==> config.mk <==
export PLATFORM = sky130hd
export DESIGN_NAME = sensor_frame_receiver
export DESIGN_NICKNAME = d
export VERILOG_FILES = /design/src/design/sfr_pkg.sv /design/src/design/sfr_alu.sv /design/src/design/sfr_ctrl.sv /design/src/design/sensor_frame_receiver.sv
export SDC_FILE = /design/constraint.sdc
export NUM_CORES = 1
export LEC_CHECK = 0
export BUFFER_PORTS_ARGS = -buffer_cell sky130_fd_sc_hd__buf_2
export CAP_MARGIN = 20
export CELL_PAD_IN_SITES_DETAIL_PLACEMENT = 1
export CELL_PAD_IN_SITES_GLOBAL_PLACEMENT = 1
export CORE_MARGIN = 2
export CORE_UTILIZATION = 46
export CTS_CLUSTER_SIZE = 14
export DETAILED_ROUTE_END_ITERATION = 10
export GPL_TIMING_DRIVEN = 0
export PLACE_DENSITY_LB_ADDON = 0.1
export SLEW_MARGIN = 20
export SYNTH_ARGS = -nofsm -noshare
export SYNTH_HDL_FRONTEND = slang
export SYNTH_HIERARCHICAL = 1
export SYNTH_SLANG_ARGS = --single-unit
==> constraint.sdc <==
create_clock -name i_clk -period 3.1 [get_ports i_clk]
set_clock_uncertainty 0.1 [all_clocks]
set_input_delay 0.31 -clock i_clk [delete_from_list [all_inputs] [get_ports i_clk]]
set_output_delay 0.31 -clock i_clk [all_outputs]
set_load 0.02 [all_outputs]
==> src/design/sfr_pkg.sv <==
// Package for the sensor frame receiver: widths, sync codes, sequencer states,
// shared-unit operations and the word request struct.
// No dependencies.
package sfr_pkg;

    localparam int FRAME_BYTES_MAX = 32;
    localparam int MEM_AW          = $clog2(FRAME_BYTES_MAX);
    localparam int CNT_W           = $clog2(FRAME_BYTES_MAX + 1);
    localparam int PL_W            = 5;
    localparam int IDX_W           = 4;
    localparam int WORD_W          = 16;

    localparam logic [7:0] SYNC_FIRST  = 8'h42;
    localparam logic [7:0] SYNC_SECOND = 8'h4d;
    localparam logic [PL_W-1:0] LENGTH_MIN   = 5'd4;
    localparam logic [PL_W-1:0] LENGTH_MAX   = 5'd28;
    localparam logic [PL_W-1:0] LENGTH_RESET = 5'd28;

    typedef enum logic [2:0] {
        ST_IDLE,
        ST_TRL_HI,
        ST_TRL_LO,
        ST_CHK,
        ST_ERR,
        ST_WHI,
        ST_WLO,
        ST_WOUT
    } t_state;

    typedef enum logic {
        OP_ADD,
        OP_CMP
    } t_alu_op;

    typedef struct packed {
        logic              valid;
        logic [IDX_W-1:0]  idx;
        logic [WORD_W-1:0] value;
        logic              status;
        logic              last;
    } t_word_req;

endpackage

==> src/design/sfr_alu.sv <==
// Shared 16-bit unit: wrapping add for the running checksum, equality
// compare for the trailer check.
// Depends on sfr_pkg.
module sfr_alu (
    input  sfr_pkg::t_alu_op            i_op,
    input  logic [sfr_pkg::WORD_W-1:0]  i_a,
    input  logic [sfr_pkg::WORD_W-1:0]  i_b,
    output logic [sfr_pkg::WORD_W-1:0]  o_sum,
    output logic                        o_eq
);

    always_comb begin
        o_sum = '0;
        o_eq  = 1'b0;
        unique case (i_op)
            sfr_pkg::OP_ADD: o_sum = i_a + i_b;
            sfr_pkg::OP_CMP: o_eq  = (i_a == i_b);
            default:         o_sum = '0;
        endcase
    end

endmodule

==> src/design/sfr_ctrl.sv <==
// Frame parser sequencer: header/length checks, frame byte store, trailer
// readback and compare, and payload word readout through the shared unit.
// Depends on sfr_pkg and sfr_alu.
module sfr_ctrl (
    input  logic                          i_clk,
    input  logic                          i_rst_n,
    input  logic                          i_cfg_we,
    input  logic [sfr_pkg::PL_W-1:0]      i_cfg_data,
    input  logic                          i_rx_valid,
    input  logic [7:0]                    i_rx_byte,
    output logic                          o_rx_stall,
    output sfr_pkg::t_word_req            o_req,
    input  logic                          i_req_ack
);

    sfr_pkg::t_state r_state, n_state;

    logic [sfr_pkg::CNT_W-1:0]  r_count, n_count;
    logic [7:0]                 r_lenh, n_lenh;
    logic [sfr_pkg::WORD_W-1:0] r_sum, n_sum;
    logic [sfr_pkg::PL_W-1:0]   r_pl;
    logic [7:0]                 r_hi;
    logic [7:0]                 r_rd;
    logic [sfr_pkg::IDX_W-1:0]  r_idx, n_idx;

    logic [7:0] r_mem [sfr_pkg::FRAME_BYTES_MAX];

    logic                        accept;
    logic                        wr_en;
    logic                        fin;
    logic                        rd_en;
    logic [sfr_pkg::MEM_AW-1:0]  rd_addr;
    logic [sfr_pkg::CNT_W-1:0]   total;
    logic [sfr_pkg::CNT_W-1:0]   count_inc;
    logic [sfr_pkg::PL_W-1:0]    words;
    logic                        word_last;
    logic                        len_ok;

    sfr_pkg::t_alu_op            alu_op;
    logic [sfr_pkg::WORD_W-1:0]  alu_a, alu_b, alu_sum;
    logic                        alu_eq;

    sfr_alu u_alu (
        .i_op  (alu_op),
        .i_a   (alu_a),
        .i_b   (alu_b),
        .o_sum (alu_sum),
        .o_eq  (alu_eq)
    );

    assign total     = {1'b0, r_pl} + sfr_pkg::CNT_W'(4);
    assign count_inc = r_count + sfr_pkg::CNT_W'(1);
    assign words     = (r_pl - sfr_pkg::PL_W'(2)) >> 1;
    assign word_last = ({1'b0, r_idx} + sfr_pkg::PL_W'(1)) == words;
    assign accept    = i_rx_valid && (r_state == sfr_pkg::ST_IDLE);
    assign o_rx_stall = (r_state != sfr_pkg::ST_IDLE);

    assign len_ok = (r_lenh == 8'd0) && (i_rx_byte == {3'b000, r_pl}) && !r_pl[0]
                 && (r_pl >= sfr_pkg::LENGTH_MIN) && (r_pl <= sfr_pkg::LENGTH_MAX);

    // byte intake: count, length and checksum updates
    always_comb begin
        n_count = r_count;
        n_lenh  = r_lenh;
        n_sum   = r_sum;
        wr_en   = 1'b0;
        fin     = 1'b0;
        if (accept) begin
            priority if (r_count == sfr_pkg::CNT_W'(0)) begin
                if (i_rx_byte == sfr_pkg::SYNC_FIRST) begin
                    wr_en   = 1'b1;
                    n_sum   = alu_sum;
                    n_count = count_inc;
                end
            end else if (r_count == sfr_pkg::CNT_W'(1)) begin
                if (i_rx_byte == sfr_pkg::SYNC_SECOND) begin
                    wr_en   = 1'b1;
                    n_sum   = alu_sum;
                    n_count = count_inc;
                end else begin
                    n_count = '0;
                    n_lenh  = '0;
                    n_sum   = '0;
                end
            end else if (r_count == sfr_pkg::CNT_W'(2)) begin
                wr_en   = 1'b1;
                n_lenh  = i_rx_byte;
                n_sum   = alu_sum;
                n_count = count_inc;
            end else if (r_count == sfr_pkg::CNT_W'(3)) begin
                if (len_ok) begin
                    wr_en   = 1'b1;
                    n_sum   = alu_sum;
                    n_count = count_inc;
                end else begin
                    n_count = '0;
                    n_lenh  = '0;
                    n_sum   = '0;
                end
            end else if (r_count >= sfr_pkg::CNT_W'(sfr_pkg::FRAME_BYTES_MAX)) begin
                n_count = '0;
                n_lenh  = '0;
                n_sum   = '0;
            end else begin
                wr_en = 1'b1;
                if ((r_count + sfr_pkg::CNT_W'(2)) < total)
                    n_sum = alu_sum;
                if (count_inc >= total) begin
                    // frame complete: parser restarts, sequencer checks trailer
                    fin     = 1'b1;
                    n_count = '0;
                    n_lenh  = '0;
                end else begin
                    n_count = count_inc;
                end
            end
        end
        // checksum is cleared once the trailer compare is done
        if (r_state == sfr_pkg::ST_CHK)
            n_sum = '0;
    end

    // next state
    always_comb begin
        n_state = r_state;
        unique case (r_state)
            sfr_pkg::ST_IDLE:   if (fin) n_state = sfr_pkg::ST_TRL_HI;
            sfr_pkg::ST_TRL_HI: n_state = sfr_pkg::ST_TRL_LO;
            sfr_pkg::ST_TRL_LO: n_state = sfr_pkg::ST_CHK;
            sfr_pkg::ST_CHK:    n_state = alu_eq ? sfr_pkg::ST_WHI : sfr_pkg::ST_ERR;
            sfr_pkg::ST_ERR:    if (i_req_ack) n_state = sfr_pkg::ST_IDLE;
            sfr_pkg::ST_WHI:    n_state = sfr_pkg::ST_WLO;
            sfr_pkg::ST_WLO:    n_state = sfr_pkg::ST_WOUT;
            sfr_pkg::ST_WOUT: begin
                if (i_req_ack)
                    n_state = word_last ? sfr_pkg::ST_IDLE : sfr_pkg::ST_WHI;
            end
            default:            n_state = sfr_pkg::ST_IDLE;
        endcase
    end

    // sequencer outputs: memory reads, shared unit operands, word requests
    always_comb begin
        rd_en   = 1'b0;
        rd_addr = '0;
        alu_op  = sfr_pkg::OP_ADD;
        alu_a   = (r_count == sfr_pkg::CNT_W'(0)) ? '0 : r_sum;
        alu_b   = {8'd0, i_rx_byte};
        o_req   = '0;
        n_idx   = r_idx;
        unique case (r_state)
            sfr_pkg::ST_IDLE: ;
            sfr_pkg::ST_TRL_HI: begin
                rd_en   = 1'b1;
                rd_addr = sfr_pkg::MEM_AW'(total - sfr_pkg::CNT_W'(2));
            end
            sfr_pkg::ST_TRL_LO: begin
                rd_en   = 1'b1;
                rd_addr = sfr_pkg::MEM_AW'(total - sfr_pkg::CNT_W'(1));
            end
            sfr_pkg::ST_CHK: begin
                alu_op = sfr_pkg::OP_CMP;
                alu_a  = {r_hi, r_rd};
                alu_b  = r_sum;
                n_idx  = '0;
            end
            sfr_pkg::ST_ERR: begin
                o_req.valid  = 1'b1;
                o_req.status = 1'b1;
                o_req.last   = 1'b1;
            end
            sfr_pkg::ST_WHI: begin
                rd_en   = 1'b1;
                rd_addr = {r_idx, 1'b0} + sfr_pkg::MEM_AW'(4);
            end
            sfr_pkg::ST_WLO: begin
                rd_en   = 1'b1;
                rd_addr = {r_idx, 1'b0} + sfr_pkg::MEM_AW'(5);
            end
            sfr_pkg::ST_WOUT: begin
                o_req.valid = 1'b1;
                o_req.idx   = r_idx;
                o_req.value = {r_hi, r_rd};
                o_req.last  = word_last;
                if (i_req_ack)
                    n_idx = r_idx + sfr_pkg::IDX_W'(1);
            end
            default: ;
        endcase
    end

    always_ff @(posedge i_clk) begin
        if (!i_rst_n) begin
            r_state <= sfr_pkg::ST_IDLE;
            r_count <= '0;
            r_lenh  <= '0;
            r_sum   <= '0;
            r_pl    <= sfr_pkg::LENGTH_RESET;
            r_idx   <= '0;
        end else begin
            r_state <= n_state;
            r_count <= n_count;
            r_lenh  <= n_lenh;
            r_sum   <= n_sum;
            r_idx   <= n_idx;
            if (i_cfg_we)
                r_pl <= i_cfg_data;
        end
    end

    always_ff @(posedge i_clk) begin
        if (wr_en)
            r_mem[r_count[sfr_pkg::MEM_AW-1:0]] <= i_rx_byte;
        if (rd_en)
            r_rd <= r_mem[rd_addr];
        // high byte copied from the read register while the low byte is read
        if (r_state == sfr_pkg::ST_TRL_LO || r_state == sfr_pkg::ST_WLO)
            r_hi <= r_rd;
    end

    a_count_range: assert property (@(posedge i_clk) disable iff (!i_rst_n)
        r_count <= sfr_pkg::CNT_W'(sfr_pkg::FRAME_BYTES_MAX))
        else $error("byte count beyond frame store");

    a_hunt_holds: assert property (@(posedge i_clk) disable iff (!i_rst_n)
        (accept && r_count == sfr_pkg::CNT_W'(0) && i_rx_byte != sfr_pkg::SYNC_FIRST)
        |=> (r_count == sfr_pkg::CNT_W'(0)))
        else $error("left hunt without sync byte");

    a_last_to_idle: assert property (@(posedge i_clk) disable iff (!i_rst_n)
        (o_req.valid && i_req_ack && o_req.last) |=> (r_state == sfr_pkg::ST_IDLE))
        else $error("sequencer busy after final result");

    a_chk_branch: assert property (@(posedge i_clk) disable iff (!i_rst_n)
        (r_state == sfr_pkg::ST_CHK)
        |=> (r_state == sfr_pkg::ST_ERR || r_state == sfr_pkg::ST_WHI))
        else $error("trailer check did not branch");

endmodule

==> src/design/sensor_frame_receiver.sv <==
// Top level of the sensor frame receiver: parser sequencer plus the result
// output register.
// Depends on sfr_pkg and sfr_ctrl.
//
//  channel   direction  handshake                 payload
//  rx        in         i_rx_valid / o_rx_stall   i_rx_byte
//  result    out        o_res_valid / i_res_stall o_word_index, o_word_value,
//                                                 o_frame_status, o_last
//  config    in         i_cfg_we                  i_cfg_data (payload_length)
//
// A byte that does not end a frame leaves the sequencer idle, so no stall follows.
// The final byte of a frame starts a trailer readback (TRL_HI, TRL_LO, CHK),
// then each payload word takes two reads of the single frame-store read port
// plus the hand-off to the output register: up to 13 words for a frame.
// Reset is synchronous, active low; payload_length returns to 28.
// A stalled result holds the output register and the sequencer waits on it.
module sensor_frame_receiver (
    input  logic                          i_clk,
    input  logic                          i_rst_n,
    input  logic                          i_cfg_we,
    input  logic [sfr_pkg::PL_W-1:0]      i_cfg_data,
    input  logic                          i_rx_valid,
    input  logic [7:0]                    i_rx_byte,
    output logic                          o_rx_stall,
    output logic                          o_res_valid,
    input  logic                          i_res_stall,
    output logic [sfr_pkg::IDX_W-1:0]     o_word_index,
    output logic [sfr_pkg::WORD_W-1:0]    o_word_value,
    output logic                          o_frame_status,
    output logic                          o_last
);

    sfr_pkg::t_word_req req;
    logic               out_free;

    logic                       r_valid;
    logic [sfr_pkg::IDX_W-1:0]  r_index;
    logic [sfr_pkg::WORD_W-1:0] r_value;
    logic                       r_status;
    logic                       r_last;

    assign out_free = !r_valid || !i_res_stall;

    sfr_ctrl u_ctrl (
        .i_clk      (i_clk),
        .i_rst_n    (i_rst_n),
        .i_cfg_we   (i_cfg_we),
        .i_cfg_data (i_cfg_data),
        .i_rx_valid (i_rx_valid),
        .i_rx_byte  (i_rx_byte),
        .o_rx_stall (o_rx_stall),
        .o_req      (req),
        .i_req_ack  (out_free)
    );

    always_ff @(posedge i_clk) begin
        if (!i_rst_n) begin
            r_valid <= 1'b0;
        end else if (out_free) begin
            r_valid <= req.valid;
        end
    end

    always_ff @(posedge i_clk) begin
        if (out_free && req.valid) begin
            r_index  <= req.idx;
            r_value  <= req.value;
            r_status <= req.status;
            r_last   <= req.last;
        end
    end

    assign o_res_valid    = r_valid;
    assign o_word_index   = r_index;
    assign o_word_value   = r_value;
    assign o_frame_status = r_status;
    assign o_last         = r_last;

endmodule

==> summary.txt <==
Synthesis
  – Leading area contributor after synthesis: edfxtp_1
  – Area fraction of the dominant cell type after synthesis: 0.507
  – Post-synth design cell area: 17400 um^2
  – Ys flop type: edfxtp_1
  – EDFF count, synth: 294
  – Synth area leaders: edfxtp_1, mux2i_1, dfxtp_1
  – Sequential share of the synthesized area: 0.556
  – Post-Synth XOR/XNOR Area: 0.0166
  – Syn_area_per_cell: 11.2 um^2
  – Synthesized flop and latch total: 337
  – Synth Area in Compound Gates: 0.148
  – Post-Syn Nets: 1614
  – Post-Synth Simple-Gate Area: 0.145
  – Synth Warn #: 6
  – Synth cell types: 78
  – Largest family of logic cells by synthesized area: compound AO/OA/AOI/OAI gates
  – Synthesized netlist cell count: 1551
  – Adder-cell share of the synthesized area: 0.0327
  – Mux cell area share after synthesis: 0.0641
  – Post-synth ARST share: 0

Setup path
  – Worst Setup Path Type: register to register
  – Worst path depth: 12
  – R2r endpoint: u_ctrl/r_state[0]$_SDFFE_PN0P_
  – Worst Setup End Kind: register
  – Worst-path maximum fanout: 6
  – CP cell instances: nor4_4 -> a21oi_4 -> buf_6 -> a22o_4 -> ha_4 -> buf_6 -> nor4_4 -> nand2_1 -> nor4_2 -> nand2_1 -> a211o_1 -> a21boi_1
  – Crit path launch: u_ctrl/r_count[3]$_SDFFE_PN0P_
  – CP bufs+invs: 2
  – Crit path max-delay family: simple AND/OR/NAND/NOR gates
  – Capture point of the critical path: u_ctrl/r_state[0]$_SDFFE_PN0P_
  – Setup crit start kind: register
  – Crit path max-delay cell type: nor4_4
  – Reg2Reg Setup Slack: -60 ps
  – WP data required: 3500 ps
  – Largest stage delay on the critical path: 430 ps
  – Cells on worst reg2reg path: 12
  – Reg2reg start: u_ctrl/r_count[3]$_SDFFE_PN0P_
  – Worst EP arrival: 3560 ps

Global routing
  – Global-route usage over all layers: 0.301
  – GR Overflow Total: 0
  – Largest net degree at the start of global routing: 38
  – First-pass GRT wire length: 88.4 mm
  – Met2 GRT Util: 0.498
  – GR peak layer: met2
  – Met1 Resource Use GR: 0.393
  – Met3 Usage GRT: 0.0466
  – Vias in the first global route: 14478
  – Initial antenna violation count: 0

Timing
  – Relative slew slack: 0.386
  – Unrepaired setup endpoints after global routing: true
  – Min Clock Period, post-route: 3160 ps
  – FMAX: 0.316 GHz
  – Hold Vio Cnt, Final: 0
  – Setup TNS: -168 ps
  – Slew @ Worst Pin: 921 ps
  – Setup ws final: -64.8 ps
  – Final setup vio count: 3
  – Final clock period utilization by the worst path: 1.02
  – Max Slew Vio Count: 0

Placed design
  – Detailed Place HPWL: 39.2 mm
  – Place WS: -956 ps
  – Final GP Congestion: 0.890
  – PortBufs: 40
  – Placed insts: 2102

Floorplan
  – Initial cell density of the core: 0.465
  – DIE HEIGHT: 199 um
  – Number of core rows: 71
  – Core Region: 37500 um^2
  – Die area: 39400 um^2
  – Die Wd: 199 um
  – IO Count: 42

Clocking
  – Clock transition at path regs: 60 ps
  – TritonCTS clock tree: built
  – H-Tree Depth: 2
  – CTS Buffer Depth: 3
  – CTS sink cnt: 337
  – Clock Latency Late Sink: 570 ps
  – Number of buffers created by CTS: 39
  – Root buffer cell: clkbuf_16

Route
  – Drt wl/cell: 26.4 um
  – Initial DRT Pass Iterations: 5
  – DRC Markers: 0
  – Via count: 14080
  – Vias/cell: 6.27
  – DRT antenna net count: 0
  – Routed wire length: 59.4 mm
  – Iteration-0 DRC Markers: 1271

Power and ir drop
  – Clock share of power: 0.306
  – Max IR drop VDD: 0.000591 V
  – Leak: 7.73 nW
  – Sw frac: 0.358
  – Int Pwr: 9.33 mW
  – Switching pwr: 5.20 mW
  – Comb pwr share: 0.333
  – Seq pwr share: 0.361
  – Power Dens Cells: 680 nW/um^2

Status
  – Status: complete, but fails checks
  – Failing checks: setup timing

Worst hold path
  – Tightest Hold Check Type: input pin to register

Finish
  – Most frequent cells in the layout: edfxtp_1, nand2_1, mux2i_1
  – Nets: 1772
  – Ratio of cells with drive above 1 in the final layout: 0.238
  – Antenna cells: 0
  – Area grow syn2layout: 22.7%
  – Most common cell after layout, fill and taps aside: edfxtp_1
  – Post-Layout Cell Count: 2247

Run
  – Max Cap Violations: 0
cell type report:
| type | count | area [um^2] |
|---|---|---|
| plain buffers | 113 | 699 |
| multi-input cells | 1079 | 7960 |
| repair buffers | 119 | 1070 |
| clock buffers | 51 | 1030 |
| inverters | 20 | 78.8 |
| fillers | 3904 | 16100 |
| well taps | 511 | 639 |
| flip-flops and latches | 337 | 9710 |
| clock inverters | 17 | 184 |
worst min-delay path, stage by stage:
cell and delay [ps]:
clkbuf_1 190, nand2_1 120, o211ai_1 70
timing repair:
item                       4_1_cts  5_1_grt
hold endpoints to repair         6        0
buffers inserted                51       23
setup endpoints to repair      291      293
gates cloned                     1        0
pin swaps                       41       42
hold buffers                     7        0
gates resized for setup        168      130
per-layer routing:
| layer | vias up | share of wire |
|---|---|---|
| met4 | 0 | 0.042 |
| met1 | 7140 | 0.41 |
| met2 | 562 | 0.48 |
| met3 | 168 | 0.069 |
| li1 | 6210 | - |
| met5 | - | 0 |
synth_stat cells (17+ instances only):
cell / count
nand2_1: 157
a21oi_1: 68
o22ai_1: 37
buf_2: 42
clkbuf_1: 47
nor2_1: 64
a211oi_1: 18
xnor2_1: 22
and2_1: 34
mux2i_1: 97
nor3_1: 63
o31ai_1: 17
o21ai_0: 79
ha_1: 44
a221oi_1: 23
inv_1: 20
nand3_1: 72
nor2b_1: 43
edfxtp_1: 294
nand2b_1: 22
dfxtp_1: 43
state kept, by name (all words and copies together), names as in the netlist, 3 cells and up:
register,flops
u_ctrl/r_state,3
u_ctrl/r_lenh,8
u_ctrl/r_mem,256
u_ctrl/r_pl,5
o_word_index,4
u_ctrl/r_rd,8
u_ctrl/r_hi,8
u_ctrl/r_sum,16
u_ctrl/r_idx,4
o_word_value,16
u_ctrl/r_count,6
power groups by stage:
| stage | Combinational (mW) | Sequential, mW | Clock, mW |
|---|---|---|---|
| 2_1_floorplan | 2.67 | 5.26 | 0 |
| 3_5_place_dp | 4.24 | 5.33 | 0 |
| 4_1_cts | 4.44 | 5.24 | 4.53 |
| 3_3_place_gp | 4.15 | 5.32 | 0 |
| 5_1_grt | 5.06 | 5.25 | 4.68 |
| 6_report | 4.84 | 5.24 | 4.45 |
cells by family (layout without fill, tap and decap cells):
| logic type | Yosys count | count (layout) |
|---|---|---|
| DFF | 337 | 337 |
| xor gates and xnor gates | 33 | 33 |
| AOI/OAI and AO/OA | 383 | 383 |
| buffers and inverters | 135 | 320 |
| and+or+nand+nor | 508 | 508 |
| muxes | 110 | 110 |
| adders and majority gates | 45 | 45 |
through the flow:
step | hold slack, ps | area (um^2) | util | total power, mW
after floorplan | 309 | 17400 | - | 7.93
after global placement | 346 | 18300 | 0.487 | 9.47
after detailed placement | 358 | 18300 | 0.488 | 9.57
after CTS | 63.2 | 20700 | 0.553 | 14.2
after global routing | 115 | 21400 | 0.570 | 15.0
final | 83.4 | 21400 | 0.570 | 14.5
worst min path at each step:
stage | startpoint | end | slack (ps) | cells after the start
finish | i_cfg_we | u_ctrl/r_pl[2]$_SDFFE_PN1P_ | 80 | 3
CTS | i_cfg_we | u_ctrl/r_pl[2]$_SDFFE_PN1P_ | 60 | 3
detailed placement | u_ctrl/r_lenh[5]$_SDFFE_PN0P_ | u_ctrl/r_lenh[5]$_SDFFE_PN0P_ | 360 | 2
global placement | u_ctrl/r_lenh[1]$_SDFFE_PN0P_ | u_ctrl/r_lenh[1]$_SDFFE_PN0P_ | 350 | 2
floorplan | i_rx_byte[0] | u_ctrl/r_mem[0][0]$_DFFE_PP_ | 310 | 0
global route | i_cfg_we | u_ctrl/r_pl[2]$_SDFFE_PN1P_ | 110 | 3
(Power assumes the default switching activity.)
